`config.mk`:
```
export PLATFORM = sky130hd
export DESIGN_NAME = gameport_triplet_packet_receiver
export DESIGN_NICKNAME = d
export VERILOG_FILES = /design/src/hdl/gptpr_pkg.sv /design/src/hdl/gptpr_cfg.sv /design/src/hdl/gptpr_core.sv /design/src/hdl/gameport_triplet_packet_receiver.sv
export SDC_FILE = /design/constraint.sdc
export NUM_CORES = 1
export LEC_CHECK = 0
export BUFFER_PORTS_ARGS = -buffer_cell sky130_fd_sc_hd__buf_2
export CORE_MARGIN = 2
export CORE_UTILIZATION = 50
export DETAILED_ROUTE_END_ITERATION = 6
export GPL_TIMING_DRIVEN = 0
export PLACE_DENSITY = 0.67
export SLEW_MARGIN = 30
export SYNTH_ARGS = -nofsm -noshare
export SYNTH_HDL_FRONTEND = slang
export SYNTH_HIERARCHICAL = 1
export SYNTH_SLANG_ARGS = --single-unit
```
`constraint.sdc`:
```
create_clock -name i_clk -period 6.62 [get_ports i_clk]
set_clock_uncertainty 0.15 [all_clocks]
set_input_delay 0.993 -clock i_clk [delete_from_list [all_inputs] [get_ports i_clk]]
set_output_delay 0.993 -clock i_clk [all_outputs]
set_load 0.02 [all_outputs]
```
`src/hdl/gptpr_pkg.sv`:
```
// ----------------------------------------------------------------------------
// gptpr_pkg
// Shared types, constants and helpers of the gameport triplet packet receiver.
// ----------------------------------------------------------------------------
package gptpr_pkg;

    // Buffer capacity in triplets
    localparam int unsigned MAX_TRIPLETS = 512;

    // Timeout constants, in units of port_speed >> SCALE_SHIFT
    localparam logic [11:0] T_START  = 12'd400;
    localparam logic [11:0] T_STROBE = 12'd45;
    localparam logic [11:0] T_GLOBAL = 12'd4000;
    localparam logic [11:0] T_KICK   = 12'd45;
    localparam int unsigned SCALE_SHIFT = 10;

    // Second trigger is held back until the count is within this margin
    localparam logic signed [10:0] END_MARGIN = 11'sd8;

    // Port sample bit positions
    localparam int unsigned CLOCK_POS = 4;
    localparam int unsigned AXIS_POS  = 0;

    // Saturation floor of the down-counters
    localparam logic signed [15:0] TIMER_FLOOR = 16'sh8000;

    // Register indexes
    localparam logic [1:0] REG_PORT_SPEED    = 2'd0;
    localparam logic [1:0] REG_PACKET_LENGTH = 2'd1;
    localparam logic [1:0] REG_ID_SKIP       = 2'd2;

    // Request kinds
    localparam logic OP_START  = 1'b0;
    localparam logic OP_SAMPLE = 1'b1;

    typedef enum logic [1:0] {
        PH_IDLE = 2'd0,
        PH_WAIT = 2'd1,
        PH_DATA = 2'd2
    } t_phase;

    // Live configuration, timeouts already scaled
    typedef struct packed {
        logic signed [15:0] to_start;
        logic signed [15:0] to_strobe;
        logic signed [15:0] to_global;
        logic signed [15:0] to_kick;
        logic [9:0]         packet_length;
        logic [8:0]         id_skip;
    } t_cfg;

    // One result item
    typedef struct packed {
        logic [10:0] bits_received;
        logic        finished;
        logic [2:0]  store_triplet;
        logic [8:0]  store_index;
        logic        store_valid;
        logic        trigger_out;
    } t_result;

    // Scale a timeout constant by the port speed
    function automatic logic signed [15:0] scale_timeout(input logic [11:0] k,
                                                         input logic [11:0] speed);
        logic [23:0] prod;
        begin
            prod = 24'(k) * 24'(speed);
            return $signed(16'(prod >> SCALE_SHIFT));
        end
    endfunction

    // Saturating decrement
    function automatic logic signed [15:0] count_down(input logic signed [15:0] t);
        begin
            return (t != TIMER_FLOOR) ? t - 16'sd1 : t;
        end
    endfunction

endpackage

```
`src/hdl/gptpr_cfg.sv`:
```
// ----------------------------------------------------------------------------
// gptpr_cfg
// Configuration registers; port speed is turned into scaled timeouts on write.
// ----------------------------------------------------------------------------
module gptpr_cfg (
    input  logic               i_clk,
    input  logic               i_rst_n,
    input  logic               i_cfg_we,
    input  logic [1:0]         i_cfg_index,
    input  logic [11:0]        i_cfg_data,
    output gptpr_pkg::t_cfg    o_cfg
);
    import gptpr_pkg::*;

    t_cfg r_cfg;
    t_cfg n_cfg;

    // Decode the write
    always_comb begin
        n_cfg = r_cfg;
        if (i_cfg_we) begin
            case (i_cfg_index)
                REG_PORT_SPEED: begin
                    n_cfg.to_start  = scale_timeout(T_START, i_cfg_data);
                    n_cfg.to_strobe = scale_timeout(T_STROBE, i_cfg_data);
                    n_cfg.to_global = scale_timeout(T_GLOBAL, i_cfg_data);
                    n_cfg.to_kick   = scale_timeout(T_KICK, i_cfg_data);
                end
                REG_PACKET_LENGTH: n_cfg.packet_length = i_cfg_data[9:0];
                REG_ID_SKIP:       n_cfg.id_skip       = i_cfg_data[8:0];
                default: ;
            endcase
        end
    end

    // Hold the registers; reset speed is 1024, so each timeout equals its constant
    always_ff @(posedge i_clk) begin
        if (!i_rst_n) begin
            r_cfg.to_start      <= $signed(16'(T_START));
            r_cfg.to_strobe     <= $signed(16'(T_STROBE));
            r_cfg.to_global     <= $signed(16'(T_GLOBAL));
            r_cfg.to_kick       <= $signed(16'(T_KICK));
            r_cfg.packet_length <= 10'(MAX_TRIPLETS);
            r_cfg.id_skip       <= 9'd0;
        end else begin
            r_cfg <= n_cfg;
        end
    end

    assign o_cfg = r_cfg;

endmodule

```
`src/hdl/gptpr_core.sv`:
```
// ----------------------------------------------------------------------------
// gptpr_core
// Receiver state and per-sample decision logic; one sample per enabled cycle.
// ----------------------------------------------------------------------------
module gptpr_core (
    input  logic               i_clk,
    input  logic               i_rst_n,
    input  logic               i_en,
    input  logic               i_op,
    input  logic [7:0]         i_sample,
    input  gptpr_pkg::t_cfg    i_cfg,
    output gptpr_pkg::t_result o_result
);
    import gptpr_pkg::*;

    t_phase             r_phase,  n_phase;
    logic [7:0]         r_prev,   n_prev;
    logic signed [15:0] r_bit,    n_bit;
    logic signed [15:0] r_glob,   n_glob;
    logic signed [15:0] r_kick,   n_kick;
    logic signed [15:0] r_sched,  n_sched;
    logic               r_pend,   n_pend;
    logic signed [10:0] r_idx,    n_idx;

    logic [9:0]         eff_length;
    logic               clk_rise;
    logic               clk_fall;
    logic               axis_fall;
    logic               check_end;
    t_result            res;

    // Packet length limited to the buffer
    assign eff_length = (i_cfg.packet_length > 10'(MAX_TRIPLETS)) ?
                        10'(MAX_TRIPLETS) : i_cfg.packet_length;

    // Edge detection against the previous sample
    assign clk_rise  = i_sample[CLOCK_POS] & ~r_prev[CLOCK_POS];
    assign clk_fall  = ~i_sample[CLOCK_POS] & r_prev[CLOCK_POS];
    assign axis_fall = ~i_sample[AXIS_POS] & r_prev[AXIS_POS];

    // Next state and result
    always_comb begin
        n_phase   = r_phase;
        n_prev    = r_prev;
        n_bit     = r_bit;
        n_glob    = r_glob;
        n_kick    = r_kick;
        n_sched   = r_sched;
        n_pend    = r_pend;
        n_idx     = r_idx;
        check_end = 1'b0;
        res       = '0;

        if (i_op == OP_START) begin
            // Start a read, abandoning any current one
            res.trigger_out = 1'b1;
            n_idx   = -$signed({2'b00, i_cfg.id_skip});
            n_glob  = (i_cfg.id_skip != 9'd0) ? i_cfg.to_global : 16'sd0;
            n_kick  = (i_cfg.id_skip != 9'd0) ? i_cfg.to_kick : 16'sd0;
            n_bit   = i_cfg.to_start;
            n_pend  = 1'b0;
            n_sched = 16'sd0;
            n_prev  = i_sample;
            n_phase = PH_WAIT;
        end else begin
            case (r_phase)
                PH_WAIT: begin
                    // Wait for the first falling clock edge, or for the start timeout
                    n_prev = i_sample;
                    n_bit  = count_down(r_bit);
                    if (clk_fall || n_bit <= 16'sd0) begin
                        if (n_bit > 16'sd0) begin
                            n_bit = i_cfg.to_strobe;
                        end
                        n_phase   = PH_DATA;
                        check_end = 1'b1;
                    end
                end
                PH_DATA: begin
                    n_prev  = i_sample;
                    n_glob  = count_down(r_glob);
                    n_bit   = count_down(r_bit);
                    n_sched = count_down(r_sched);
                    // Take a triplet on each rising clock edge inside the strobe window
                    if (clk_rise && n_bit > 16'sd0) begin
                        if (r_idx >= 11'sd0) begin
                            res.store_valid   = 1'b1;
                            res.store_index   = r_idx[8:0];
                            res.store_triplet = i_sample[7:5];
                        end
                        n_idx = r_idx + 11'sd1;
                        n_bit = i_cfg.to_strobe;
                    end
                    // Arm the second trigger on the axis falling edge
                    if (r_kick != 16'sd0 && axis_fall) begin
                        n_sched = r_kick;
                        n_kick  = 16'sd0;
                        n_pend  = 1'b1;
                    end
                    // Issue the second trigger and drop the global timeout
                    if (n_pend && n_sched < 16'sd0 && n_idx > -END_MARGIN) begin
                        res.trigger_out = 1'b1;
                        n_bit  = i_cfg.to_start;
                        n_pend = 1'b0;
                        n_glob = 16'sd0;
                    end
                    check_end = 1'b1;
                end
                default: ;
            endcase

            // End the read on timeout or full packet
            if (check_end && !((n_glob > 16'sd0 || n_bit > 16'sd0) &&
                               n_idx < $signed({1'b0, eff_length}))) begin
                res.finished      = 1'b1;
                res.bits_received = n_idx;
                n_phase           = PH_IDLE;
            end
        end
    end

    // Advance state once per processed sample
    always_ff @(posedge i_clk) begin
        if (!i_rst_n) begin
            r_phase <= PH_IDLE;
            r_prev  <= 8'd0;
            r_bit   <= 16'sd0;
            r_glob  <= 16'sd0;
            r_kick  <= 16'sd0;
            r_sched <= 16'sd0;
            r_pend  <= 1'b0;
            r_idx   <= 11'sd0;
        end else if (i_en) begin
            r_phase <= n_phase;
            r_prev  <= n_prev;
            r_bit   <= n_bit;
            r_glob  <= n_glob;
            r_kick  <= n_kick;
            r_sched <= n_sched;
            r_pend  <= n_pend;
            r_idx   <= n_idx;
        end
    end

    assign o_result = res;

endmodule

```
`src/hdl/gameport_triplet_packet_receiver.sv`:
```
// Path: a request is held in the input register, and its result in the result register.
// Throughput: one port sample per cycle unless the output side stalls; the input
//   register holds one more sample while the result register waits.
// Reset: synchronous active-low; the receiver goes idle, timers and count clear,
//   port speed returns to 1024, packet length to 512 and ID skip to zero.
// ----------------------------------------------------------------------------
// gameport_triplet_packet_receiver
// Gameport triplet packet receiver: input register, decision logic, result
// register.
// ----------------------------------------------------------------------------
module gameport_triplet_packet_receiver (
    input  logic        i_clk,
    input  logic        i_rst_n,
    // Configuration write port
    input  logic        i_cfg_we,
    input  logic [1:0]  i_cfg_index,
    input  logic [11:0] i_cfg_data,
    // Sample stream
    input  logic        s_axis_tvalid,
    output logic        s_axis_tready,
    input  logic [7:0]  s_axis_tdata,   // [7:0] port_sample
    input  logic        s_axis_tuser,   // [0] operation
    // Result stream
    output logic        m_axis_tvalid,
    input  logic        m_axis_tready,
    output logic [31:0] m_axis_tdata    // [0] trigger_out, [1] store_valid,
                                        // [10:2] store_index, [13:11] store_triplet,
                                        // [14] finished, [25:15] bits_received,
                                        // [31:26] zero
);
    import gptpr_pkg::*;

    t_cfg    cfg;
    t_result core_res;

    logic       r_s1_valid;
    logic       r_s1_op;
    logic [7:0] r_s1_sample;
    logic       r_o_valid;
    t_result    r_o_res;
    logic       s1_advance;

    gptpr_cfg u_cfg (
        .i_clk       (i_clk),
        .i_rst_n     (i_rst_n),
        .i_cfg_we    (i_cfg_we),
        .i_cfg_index (i_cfg_index),
        .i_cfg_data  (i_cfg_data),
        .o_cfg       (cfg)
    );

    // Move the held request on when the result register is free
    assign s1_advance    = r_s1_valid && (!r_o_valid || m_axis_tready);
    assign s_axis_tready = !r_s1_valid || s1_advance;

    gptpr_core u_core (
        .i_clk    (i_clk),
        .i_rst_n  (i_rst_n),
        .i_en     (s1_advance),
        .i_op     (r_s1_op),
        .i_sample (r_s1_sample),
        .i_cfg    (cfg),
        .o_result (core_res)
    );

    // Input register
    always_ff @(posedge i_clk) begin
        if (!i_rst_n) begin
            r_s1_valid <= 1'b0;
        end else if (s_axis_tready) begin
            r_s1_valid <= s_axis_tvalid;
        end
    end

    always_ff @(posedge i_clk) begin
        if (s_axis_tready && s_axis_tvalid) begin
            r_s1_op     <= s_axis_tuser;
            r_s1_sample <= s_axis_tdata;
        end
    end

    // Result register
    always_ff @(posedge i_clk) begin
        if (!i_rst_n) begin
            r_o_valid <= 1'b0;
        end else if (s1_advance) begin
            r_o_valid <= 1'b1;
        end else if (m_axis_tready) begin
            r_o_valid <= 1'b0;
        end
    end

    always_ff @(posedge i_clk) begin
        if (s1_advance) begin
            r_o_res <= core_res;
        end
    end

    assign m_axis_tvalid = r_o_valid;
    assign m_axis_tdata  = {6'd0, r_o_res};

endmodule

```
After elaboration in Yosys (flattened, before gate mapping):

Index checks and enable logic that the tools add are counted.

* register bits: 172
* output and inout bits: 34

* $add $sub $neg: 5
* multipliers: 3
* magnitude comparators: 9
* eq/ne operators: 12
* mux-type cells: 52
* bitwise operators: 6
* reductions and logical operators: 30

Operators with widths (count)
* $mux 16: 21
* $mux 11: 6
* $gt 16x1->1 const B: 3
* $ne 16x16->1 const B: 3
* $sub 16x2->16 const B: 3
* $pmux 16 s2: 1
* $mul 7x12->19 const A: 1
* $mul 6x12->18 const A: 1
* $mul 5x12->17 const A: 1
* $le 16x1->1 const B: 1
* $lt 16x1->1 const B: 1
* $reduce_bool 16->1: 1
* $mux 1: 14
* $mux 14: 1
* $reduce_and 2->1: 6
* $add 11x2->11 const B: 1
* $ge 11x1->1 const B: 1
* $gt 11x4->1 const B: 1
* $lt 11x11->1: 1
* $neg 9->11: 1
* $gt 10x10->1 const B: 1
* $mux 10: 1
* $mux 5: 2
* $reduce_and 3->1: 3
* other kinds (18): 41

Depth between registers and ports, before layout:

Gate-level depths: netlist (run 1).

* word-level depth: 19
* depth in mapped cells: 27
* depth with buffers taken out: 25

Modules after synthesis:

Netlist (run 1), hierarchy kept.

By module, submodules not included
* gptpr_core: times used 1, cells each 1016, area an instance 6957.9 um2, sequential area each 1601.5 um2
* gptpr_cfg: times used 1, cells each 669, area an instance 6133.4 um2, sequential area each 1041.0 um2
* gameport_triplet_packet_receiver: times used 1, cells each 51, area an instance 1203.7 um2, sequential area each 1091.0 um2

Worst setup path before layout (run 1):

Ideal clock, no wire load.

* path kind: flip-flop to flip-flop
* from: reg u_core.r_bit[0]
* to: reg r_o_res, in the netlist m_axis_tdata[17] (data pin)
* arrival: 5193 ps
* required time: 6215 ps
* slack: 1023 ps
* cell stages (with the launch flop): 27
* buffers on the path: 2
* cells stage by stage: dfxtp_1 inv_1 ha_1 or3b_1 clkbuf_1 nor4_4 o21a_1 and4b_1 nand2_2 o21ai_1 buf_2 nor2_1 nand3_1 xnor2_1 inv_1 ha_1 a21o_1 a21o_1 a2111oi_0 o21ai_0 o21a_1 nand3_1 a21boi_0 o31ai_2 nand3_2 inv_2 and2_1

* cells in the longest elaborated chain, start to end: 18
* elaborated cells between the ends (all ways): 34
* those cells by class: add/sub (1); order compare (6); eq/ne (1); mux (18); reduce/logical (8)

Ends and longest elaborated chain
* start: declaration: line gptpr_core.sv:18 `logic signed [15:0] r_bit, n_bit;`
* start signal: assignment: line gptpr_core.sv:136 `r_bit <= n_bit;`
* $sub 16x2->16 or $ne 16x16->1 (tied branches): line gptpr_pkg.sv:75 `return (t != TIMER_FLOOR) ? t - 16'sd1 : t;`
* $mux 16: line gptpr_pkg.sv:75
* $gt 16x1->1: line gptpr_core.sv:72, gptpr_core.sv:85
* $logic_and 1x1->1: line gptpr_core.sv:85 `if (clk_rise && n_bit > 16'sd0) begin`
* $mux 11: line gptpr_core.sv:85
* $mux 11: line gptpr_core.sv:66 `case (r_phase)`
* $mux 11: line gptpr_core.sv:54 `if (i_op == OP_START) begin`
* $gt 11x4->1: line gptpr_core.sv:101 `if (n_pend && n_sched < 16'sd0 && n_idx > -END_MARGIN) begin`
* [2 not listed]
* $pmux 16 s2 or $mux 16 (tied branches): line gptpr_core.sv:66
* $mux 16: line gptpr_core.sv:54
* $gt 16x1->1: line gptpr_core.sv:113 `if (check_end && !((n_glob > 16'sd0 || n_bit > 16'sd0) &&`
* $logic_or 1x1->1: line gptpr_core.sv:113
* $logic_and 1x1->1: line gptpr_core.sv:113
* $logic_not 1->1: line gptpr_core.sv:113
* $logic_and 1x1->1: line gptpr_core.sv:113
* $reduce_and 2->1 (no line)
* end signal: assignment: line gameport_triplet_packet_receiver.sv:95 `r_o_res <= core_res;`
* end: declaration: line gameport_triplet_packet_receiver.sv:40 `t_result r_o_res;`

Parallel ways exist; a longest one is shown, timed or not. The select of a mux whose other input is x is not followed.
A chain may end at the register's enable or synchronous reset.

Final worst setup path (run 1):

* from: reg u_core.r_bit[12]
* to: reg r_o_res, in the netlist m_axis_tdata[20] (data pin)

The elaborated chain is that of the path after synthesis.

==> results summary, run 1 <==
The remaining routing DRC violations is 0. The highest clock rate is roughly 160 MHz. On the critical path the largest part of the delay comes from compound AO/OA/AOI/OAI gates. Clock-pin slew was measured on the worst setup and hold paths at ~0.070 ns.

TritonCTS built the clock tree. The total number of vias came out at 13,068. For the pin with the worst max-slew slack, the measured transition is roughly 1.0 ns. For this run the aggregate overflow at the end of global routing stands at 0.

The final critical delay including setup and external delays is 6.27 ns. The nature of the critical path startpoint is a flop. For this run, the total global-route usage over all layers was measured as between 20% and 30%. The internal cell power is approximately 2.4 mW. The setup violation total in the final timing report is 0. The share of total power dissipated in sequential elements is between 20% and 30%. The net count reported at finish is 2,049. The half-perimeter wire length after placement came out at 34,300 um. In this run the cell area measured after placement is 0.0151 sq mm. After routing the design area is ~0.016 sq mm. After the first detailed-routing iteration, the DRC count stood at 1,314. For the worst-skew pair, the clock arrives at the later sink with an insertion delay of 0.44 ns. The first-pass GRT wire length came out at between 60,000 and 70,000 um.

The clock network accounts for a little over a quarter of the total power. The flow ran to the end, and the final reports show no timing, DRC or antenna violations. The switching part of the total came out at around two fifths. Data on the critical path arrives at its endpoint at roughly 6.3 ns. Together, buffers and inverters on the worst path number 6. The final weighted congestion in routability-driven placement is between 0.9 and 1. The cell depth of the worst hold path came out at 2.

The final layout contains routed wiring with a total length of 44,300 um. The worst register-to-register path begins at u_core/r_bit[12]$_SDFFE_PN0P_. The number of pins with negative max-slew slack in the final report came out at 0. The cell row count is 61. The final worst slack is 0.352 ns. On the critical path, the stage with the largest delay is an instance of sky130_fd_sc_hd__or4b_1.

CTS built an H-tree with a depth of 4. The switching power came out at between 1.5 and 2 mW. The capture instance of the worst register-to-register path is m_axis_tdata[20]$_DFFE_PP_. The mean instance size in the synthesized netlist came out at 8.20 sq um. The tree is rooted in a sky130_fd_sc_hd__clkbuf_16. The critical path depth in cells is 26. Of the available clock period, the critical path in the final layout requires 94.7%. The largest fanout of any net on the critical path is 10. For hold timing, the worst endpoint is u_cfg/o_cfg[38]$_SDFFE_PN0P_. The number of I/O pins came out at 62. The clock passes through at most 2 buffers.

The area overhead of the layout relative to synthesis is 11.4%. The worst stage delay on the critical path is 0.54 ns. The number of iterations in the first detailed-routing pass is 5.

The length in cells of the worst reg-to-reg path is 26. The power density over cell area is 254 mW/mm^2. The area of the die came out at 0.0298 sq mm. The startpoint identified for the worst hold timing path is u_cfg/o_cfg[38]$_SDFFE_PN0P_. The kind of critical path is reg -> reg. The mean number of vias per cell is 5.85.

The total clock sinks came out at approximately 170. The Yosys step of the flow raised 6 warnings. Combinational cells account for 45.5% of the total power. The vertical extent of the die came out at 173 um.

The tool flagged a number of max-cap violations equal to 0. The ratio of cells with drive above 1 in the final layout is 10.8%. The effective utilization at floorplan is 51.0%. The floorplan die width is 173 um. The worst slack at placement came out at -0.717 ns.

The placeable core region is 0.0279 sq mm. In this run, post-CTS hold repair placed 0 buffers. The largest net degree at the start of global routing is 26.

The CTS buffer count came out at 17. The number of antenna diodes is 0. The count of buffers added on input and output ports is 52. The via count of the first global-routing pass came out at 12,403. The detail route stage leaves a number of antenna-violating nets equal to 0. The worst slew margin relative to its limit is 32.3%. The internal reg-to-reg setup slack is 0.35 ns. The routed wirelength normalized by instance count came out at between 15 and 20 um. For the worst setup path, the data required time is 6.67 ns.

The cell area that synthesis handed to floorplanning was roughly 0.014 sq mm. The min-delay analysis places its worst path in the category reg -> reg. The worst setup path is captured at a flop. The count of endpoints failing hold in the final timing report is 0. Synthesis handed over a netlist of between 1,500 and 2,000 instances. The leakage power is around 7 nW. The number of antenna violations at the first check in global routing was 0.

VDD sags by at most 0.000183 V.
-- registers in the layout, indices dropped and copies added, names as in the netlist, 2 cells and up --
register	cells
r_s1_sample	5
u_cfg/o_cfg	52
u_core/r_idx	11
u_core/r_bit	16
u_core/r_prev	2
u_core/r_phase	2
u_core/r_sched	16
u_core/r_kick	16
m_axis_tdata	26
u_core/r_glob	16
-- per-layer routing --
metal  up-vias  share of wire (%)  track usage, %
li1       6272                  -               -
met1      6150                 44            39.0
met2       534                 46            48.4
met3       112                6.9            4.84
met4         0                3.4            11.5
met5         -                  0               0
-- per-stage QoR --
step | instances | power [mW] | hold WS (ns) | TNS (ns) | util, %
finish | 2233 | 4.02 | 0.317 | 0 | 56.8
global route | 2233 | 4.28 | 0.345 | -0.00515 | 56.8
floorplan | 1760 | 2.47 | 0.289 | 0 | -
global placement | 2190 | 2.92 | 0.303 | -8.02 | 54.0
CTS | 2228 | 4.00 | 0.319 | 0 | 56.5
detailed placement | 2191 | 2.94 | 0.309 | -8.35 | 54.1
-- layout make-up --
type | count | area [sq um]
plain buffers | 125 | 622
well taps | 378 | 473
inverters | 165 | 619
clock inverters | 15 | 195
repair buffers | 64 | 370
flip-flops and latches | 166 | 3640
multi-input cells | 1303 | 9480
clock buffers | 17 | 425
fillers | 2615 | 12000
-- worst min-delay path: cells and delay by family, from the launching register on --
| family | cells | cell delay, ns |
|---|---|---|
| AND/OR/NAND/NOR | 1 | 0.05 |
| AO/OA/AOI/OAI | 1 | 0.06 |
| flip-flops | 1 | 0.31 |
-- worst max path at each step --
stage | from | endpoint
after global routing | u_core/r_bit[0]$_SDFFE_PN0P_ | m_axis_tdata[17]$_DFFE_PP_
after global placement | u_core/r_bit[0]$_SDFFE_PN0P_ | m_axis_tdata[18]$_DFFE_PP_
after detailed placement | u_core/r_bit[0]$_SDFFE_PN0P_ | m_axis_tdata[20]$_DFFE_PP_
final | u_core/r_bit[12]$_SDFFE_PN0P_ | m_axis_tdata[20]$_DFFE_PP_
after floorplan | u_core/r_bit[0]$_SDFFE_PN0P_ | m_axis_tdata[17]$_DFFE_PP_
after CTS | u_core/r_bit[0]$_SDFFE_PN0P_ | m_axis_tdata[20]$_DFFE_PP_
-- timing repair --
item,4_1_cts,5_1_grt
buffers inserted,5,6
pin swaps,3,4
resized for setup,3,12
setup endpoints to repair,14,14
-- placed cells by master, fill, tap and decap left out, drive strengths merged, types with 9 or more instances in the layout --
master,instances
a211oi,21
mux2i,33
inv,168
nor4,22
o31ai,17
a31oi,13
nand4,18
or4,9
a21oi,124
nand3,73
buf,114
edfxtp,32
a21o,15
dfxtp,134
o21a,12
xnor2,37
and2,30
nor2b,24
nand2,172
clkbuf,92
clkinv,9
fa,60
o21ai,71
nand2b,10
conb,29
ha,119
nor3,48
a22oi,14
nor2,134
xor2,26
o211ai,26
o22ai,10
o41ai,11
-- power by group through the flow --
stage	logic, mW	clock network [mW]	registers, mW
floorplan	1.32	0	1.15
global placement	1.76	0	1.16
detailed placement	1.78	0	1.16
CTS	1.80	1.06	1.14
global route	2.03	1.10	1.15
finish	1.83	1.05	1.14
(Power assumes the default switching activity.)
==> run 2: changes to the inputs <==
--- a/config.mk
+++ b/config.mk
@@ -5,6 +5,7 @@
 export SDC_FILE = /design/constraint.sdc
 export NUM_CORES = 1
 export LEC_CHECK = 0
+export ABC_AREA = 1
 export BUFFER_PORTS_ARGS = -buffer_cell sky130_fd_sc_hd__buf_2
 export CORE_MARGIN = 2
 export CORE_UTILIZATION = 50
==> run 2 against run 1 <==
Net effect: core utilization fell by 1.3 points; cell count rose by 19%; largest power group unchanged; largest cell class unchanged; cell area rose by 3.1%; total power rose by 8.6%; hold slack improved by 0.0055 ns.
==> results summary, run 2 <==
The gate count of the mapped netlist came to 2,149 (+24%). The buffer depth of the longest clock path was 2 (unchanged). Setup repair after global routing left no endpoint under its margin. The highest clock rate came out at 202 MHz (+27%). The number of antenna violations at the first check in global routing is 0 (unchanged).

The net count reported at finish is 2,455 (+20%). The number of nets still failing antenna checks after routing was 0 (unchanged). The final clock period utilization by the worst path was 74.8% (-20 points). On the critical path, the stage with the largest delay is an instance of sky130_fd_sc_hd__ha_1. The worst slew margin relative to its limit came to 44.8% (+13 points).

The number of I/O pins is 62 (unchanged). The routed wirelength normalized by instance count came out at 16.0 um (-19%). The leakage power is 8.15 nW (+19%). The half-perimeter wire length after placement is 34,100 um (-0.60%). The final weighted congestion in routability-driven placement is 0.949 (-2.9%). The worst setup path is launched from a flop. The most frequent standard cell in the layout excluding fill and tap cells is sky130_fd_sc_hd__nand2_1.

The worst setup path is captured at a flop. The ratio of cells with drive above 1 in the final layout came out at 9.51% (-1.3 points). The capture instance of the worst register-to-register path is m_axis_tdata[15]$_DFFE_PP_. The TritonCTS clock tree is built. The DRC violation total after the first TritonRoute iteration was 1,056 (-20%).

The total routing resource utilization after global routing was 28.0% (-1.5 points). The worst hold path terminates at u_cfg/o_cfg[42]$_SDFFE_PN1P_. The total negative setup slack was 0 ns (unchanged).

The count of endpoints failing hold in the final timing report came to 0 (unchanged). The number of antenna diodes is 0 (unchanged). The final standard cell area without fillers came out at 0.0163 sq mm (+3.1%). The source-to-sink clock delay at the later pin of the worst-skew pair is 0.45 ns (about the same). The clock edge transition at the registers on the reported setup and hold paths came out at 0.07 ns (about the same).

Leaving out fill and tap cells, the most frequent cells in the layout are sky130_fd_sc_hd__nand2_1, sky130_fd_sc_hd__inv_1, sky130_fd_sc_hd__nor2_1. The required arrival time at the worst endpoint came out at 6.65 ns (-0.02 ns). Compared with the post-synthesis result, the final layout area differs by 10.2%. The via count of the first global-routing pass is 13,438 (+8.3%). The number of filler cells placed in the layout came out at 2,962 (+13%). The effective utilization at floorplan is 50.4% (-0.62 points).

The largest net degree at the start of global routing is 20 (-23%). The remaining routing DRC violations is 0 (unchanged). The internal reg-to-reg setup slack came out at 1.67 ns (+1.32 ns).

The cell depth of the worst hold path was 2 (unchanged). The area used by multi-input combinational logic is 0.00921 sq mm (-2.8%). The worst stage delay on the critical path was 0.36 ns (-0.18 ns).

The hold buffer count at cts came to 0 (unchanged). The worst register-to-register path begins at u_core/r_bit[0]$_SDFFE_PN0P_. The total global routing overflow came to 0 (unchanged). The number of setup buffers added after CTS came out at 0 (-5). The H-tree depth came out at 4 (unchanged). The total number of vias is 13,930 (+6.6%). The total clock sinks came to 166 (unchanged). The length in cells of the worst reg-to-reg path is 35 (+35%).

The first-pass GRT wire length came to 68,400 um (-1.9%). The setup violation total in the final timing report was 0 (unchanged). The slew at the pin with the worst max-slew slack came out at 0.825 ns (-0.191 ns). The count of buffers from port buffering came out at 52 (unchanged).

The cell row count is 63 (+3.3%). The final worst slack is 1.67 ns (+1.32 ns). The number of pins with negative max-slew slack in the final report is 0 (unchanged). The synthesized area came out at 0.0148 sq mm (+4.3%). The number of iterations in the first detailed-routing pass came out at 5 (unchanged). The total of cells resized after clock tree synthesis came out at 0 (-3). The floorplan die width came to 176 um (+2.1%). The worst hold margin came out at 0.323 ns (+0.00553 ns). The area of the die is 0.0310 sq mm (+4.2%).

The CTS buffer count came out at 17 (unchanged). The mean instance size in the synthesized netlist came out at 6.89 sq um (-16%). The largest fanout of any net on the critical path is 10 (unchanged). The power density over cell area is 268 mW/mm^2 (+5.4%). The highest ir drop seen on vdd came to 0.000185 V (+0.89%).

The vertical extent of the die came out at 176 um (+2.1%). The total chip power is 4.37 mW (+8.6%). The final critical delay including setup and external delays came out at 4.95 ns (-1.32 ns). The number of warning messages in the yosys log was 6 (unchanged). The mean number of vias per cell came to 5.25 (-10%). The setup path with the least slack is of type reg -> reg. The source of the worst hold timing path is u_cfg/o_cfg[42]$_SDFFE_PN1P_.

The worst slack at placement is 1.34 ns (+2.06 ns). The min-delay analysis places its worst path in the category reg -> reg. The data arrival time of the critical path came out at 4.98 ns (-1.34 ns). The run finished with clean final reports. Among the stages of the critical path, the cell type that occurs most often is sky130_fd_sc_hd__nand2_1. The instance area after placement is 0.0157 sq mm (+4.1%). The aggregate routed wire length is 42,500 um (-4.2%). The footprint of the flip-flops and latches is 0.00364 sq mm (unchanged). The placeable core region was 0.0294 sq mm (+5.5%).

The number of flip-flops under the largest register name came out at 52 (unchanged). The clock tree root driver cell is sky130_fd_sc_hd__clkbuf_16. The reported max-cap violation count was 0 (unchanged).
-- run 2: how the worst max path moves through the flow --
stage / to / slack [ns] / from / cells past startpoint
final: m_axis_tdata[15]$_DFFE_PP_ / 1.67 / u_core/r_bit[0]$_SDFFE_PN0P_ / 35
after global placement: u_core/r_sched[7]$_SDFFE_PN0P_ / 1.03 / m_axis_tready / 13
after detailed placement: u_cfg/o_cfg[46]$_SDFFE_PN1P_ / 1.34 / i_cfg_data[6] / 18
after CTS: m_axis_tdata[23]$_DFFE_PP_ / 1.73 / u_core/r_bit[0]$_SDFFE_PN0P_ / 31
after global routing: m_axis_tdata[23]$_DFFE_PP_ / 1.30 / u_core/r_bit[0]$_SDFFE_PN0P_ / 31
after floorplan: u_cfg/o_cfg[46]$_SDFFE_PN1P_ / 2.05 / i_cfg_data[7] / 17
-- run 2: area by class of cell --
class / count / area share (%)
multi-input cells: 1515 / 56.5
flip-flops and latches: 166 / 22.3
inverters: 390 / 8.97
plain buffers: 105 / 3.68
well taps: 390 / 2.99
clock buffers: 19 / 2.85
repair buffers: 53 / 1.76
clock inverters: 13 / 0.943
-- run 2: through the flow --
stage	util (%)	instances
5_1_grt	55.5	2651
2_1_floorplan	-	2176
3_3_place_gp	53.3	2618
6_report	55.5	2651
4_1_cts	55.5	2651
3_5_place_dp	53.4	2619
-- run 2: worst max-delay path, delay by kind of cell (launching register included) --
family,cells,cell delay [ns]
and+or+nand+nor,27,2.90
buffers and inverters,6,0.84
adders and majority gates,1,0.36
DFF,1,0.35
AOI/OAI and AO/OA,1,0.08
-- run 2: where the power goes --
group	total (mW)	switching [mW]	internal, mW	leakage [nW]
logic	2.18	1.40	0.777	6.44
registers	1.14	0.0511	1.09	1.40
clock network	1.05	0.455	0.600	0.305
total	4.37	1.90	2.46	8.15
-- run 2: metal layers --
layer	track usage (%)	up-vias	share of wire (%)
li1	-	7000	-
met1	36.1	6451	45
met2	46.7	377	46
met3	3.96	102	5.0
met4	12.4	0	4.2
met5	0	-	0
==> run 3: changes to the inputs <==
==> constraint.sdc (replaced) <==
create_clock -name i_clk -period 4.6 [get_ports i_clk]
set_clock_uncertainty 0.15 [all_clocks]
set_input_delay 0.69 -clock i_clk [delete_from_list [all_inputs] [get_ports i_clk]]
set_output_delay 0.69 -clock i_clk [all_outputs]
set_load 0.02 [all_outputs]
==> run 3 against run 2 <==
Net effect: flip-flop and latch count unchanged; worst setup slack lost 1.5 ns; cell area is 1.4% higher; global-route usage about the same; highest routed layer unchanged; clock power is 45% higher; sequential share of layout area down 0.23 points.
==> results summary, run 3 (synthesized netlist as in run 2, its figures left out) <==
The effective utilization at floorplan is 50.4% (unchanged). The final worst slack came out at 0.181 ns (-1.49 ns). The buffer depth of the longest clock path is 2 (unchanged). The element type at the critical path end is a flop. The remaining routing DRC violations is 0 (unchanged).

The hold buffer count at cts came to 0 (unchanged). The routed wirelength normalized by instance count came out at 16.0 um (about the same). The flow ran to the end, and the final reports show no timing, DRC or antenna violations. The slew at the pin with the worst max-slew slack came out at 0.871 ns (+0.0462 ns). The total routing resource utilization after global routing is 28.0% (+0.042 points).

The first-pass GRT wire length is 68,500 um (+0.16%). The reported max-cap violation count came out at 0 (unchanged). The largest net degree at the start of global routing is 20 (unchanged). The number of flip-flops under the largest register name came to 52 (unchanged). The DRC violation total after the first TritonRoute iteration came out at 1,030 (-2.5%). The internal reg-to-reg setup slack is 0.18 ns (-1.49 ns). The required arrival time at the worst endpoint came out at 4.75 ns (-1.90 ns). The H-tree depth came out at 4 (unchanged). The clock edge transition at the registers on the reported setup and hold paths is 0.07 ns (about the same).

The slowest stage of the critical path is the sky130_fd_sc_hd__clkbuf_1 cell. In the layout the commonest cells are sky130_fd_sc_hd__nand2_1, sky130_fd_sc_hd__inv_1, sky130_fd_sc_hd__nor2_1. The area of the die came to 0.0310 sq mm (unchanged). The CTS buffer count came out at 17 (unchanged).

The final weighted congestion in routability-driven placement is 0.949 (unchanged). The mean number of vias per cell is 5.26 (+0.13%). The global routing usage on met1 came to 36.1% (about the same). The number of antenna violations at the first check in global routing is 0 (unchanged). The half-perimeter wire length after placement is 34,100 um (unchanged). The number of antenna diodes came to 0 (unchanged).

The source-to-sink clock delay at the later pin of the worst-skew pair was 0.45 ns (about the same). The final clock period utilization by the worst path came to 96.1% (+21 points). The placeable core region is 0.0294 sq mm (unchanged). STA classifies the critical path startpoint as a flop. The aggregate routed wire length came out at 42,800 um (+0.64%). The highest ir drop seen on vdd came out at 0.000266 V (+44%). The total clock sinks came out at 166 (unchanged). The floorplan die width is 176 um (unchanged).

The number of I/O pins was 62 (unchanged). In this run the worst hold path is classified as in -> reg. The vertical extent of the die came out at 176 um (unchanged). The global routing met2 resource utilization is 46.8% (+0.049 points). The final critical delay including setup and external delays came out at 4.42 ns (-0.533 ns).

The most numerous cell type found on the critical path is sky130_fd_sc_hd__nand2_1. The cell sitting at the root of the clock tree is a sky130_fd_sc_hd__clkbuf_16. The area overhead of the layout relative to synthesis is 11.8%. The worst slack at placement came out at -0.376 ns (-1.72 ns). The count of endpoints failing hold in the final timing report came out at 0 (unchanged). The via count of the first global-routing pass is 13,477 (+0.29%). The largest fanout of any net on the critical path came out at 10 (unchanged). TritonCTS built the clock tree. The data arrival time of the critical path is 4.57 ns (-0.41 ns). The end-of-flow core utilization is 56.3% (+0.80 points). The number of nets still failing antenna checks after routing came out at 0 (unchanged). The power density over cell area came to 383 mW/mm^2 (+43%). The worst slew margin relative to its limit was 41.7% (-3.1 points).

The number of pins with negative max-slew slack in the final report came to 0 (unchanged). The setup violation total in the final timing report came out at 0 (unchanged). The leakage power is 8.23 nW (+1.0%).

The count of buffers from port buffering was 52 (unchanged). The most used routing layer in global routing is met2. The total negative setup slack came out at 0 ns (unchanged). The worst stage delay on the critical path came to 0.39 ns (+0.03 ns). The critical path in this run is classified as reg -> reg.

The ratio of cells with drive above 1 in the final layout is 11.2% (+1.7 points). The total number of vias is 14,038 (+0.78%). The worst hold margin is 0.265 ns (-0.0577 ns). The met3 capacity usage during global routing is 4.01% (+0.043 points).

The number of iterations in the first detailed-routing pass was 5 (unchanged). The net count reported at finish came out at 2,472 (+0.69%). The most frequent standard cell in the layout excluding fill and tap cells is sky130_fd_sc_hd__nand2_1.

The highest clock rate is 226 MHz (+12%). The cell row count is 63 (unchanged). The total global routing overflow came out at 0 (unchanged).
[run 3: where the power goes]
part / internal, mW / switching, mW / total (mW) / leakage, nW
Sequential: 1.56 / 0.0753 / 1.64 / 1.40
Combinational: 1.15 / 2.04 / 3.19 / 6.52
Clock: 0.863 / 0.652 / 1.52 / 0.305
[run 3: worst paths after layout]
check / from / to / depth (start not counted)
hold reg to reg: u_cfg/o_cfg[42]$_SDFFE_PN1P_ / u_cfg/o_cfg[42]$_SDFFE_PN1P_ / 2
setup reg to reg: u_core/r_bit[0]$_SDFFE_PN0P_ / m_axis_tdata[20]$_DFFE_PP_ / 31
hold / removal: s_axis_tdata[0] / r_s1_sample[0]$_DFFE_PP_ / 1
setup / recovery: u_core/r_bit[0]$_SDFFE_PN0P_ / m_axis_tdata[20]$_DFFE_PP_ / 31
[run 3: layout make-up]
cell class	count	area, sq um
fill	2934	12900
multi-input combinational	1515	9280
sequential	166	3660
inverter	390	1480
buffer	104	601
tap	390	488
clock buffer	19	464
timing repair buffer	71	430
clock inverter	13	154
[run 3: stage by stage]
stage / area (sq um) / std cells / power [mW]
floorplan: 14900 / 2176 / 4.03
detailed placement: 15700 / 2619 / 4.76
finish: 16600 / 2668 / 6.34
CTS: 16300 / 2653 / 6.31
global route: 16600 / 2668 / 6.89
global placement: 15700 / 2618 / 4.73
[run 3: timing repair]
action | 4_1_cts | 5_1_grt
buffers inserted | 2 | 16
endpoints found under the setup margin | 13 | 18
pin swaps | 0 | 5
gates resized for setup | 5 | 35
[run 3: worst max-delay path, delay by kind of cell (launching register included)]
kind,cells,cell delay [ns]
AOI/OAI and AO/OA,2,0.27
adders and majority gates,1,0.18
buffers and inverters,7,1.04
DFF,1,0.37
and+or+nand+nor,21,2.27
[run 3: layer usage]
metal,part of all wire [%],vias to the layer above
met5,0,-
met4,4.2,0
met3,4.8,93
met2,46,396
met1,45,6523
li1,-,7026
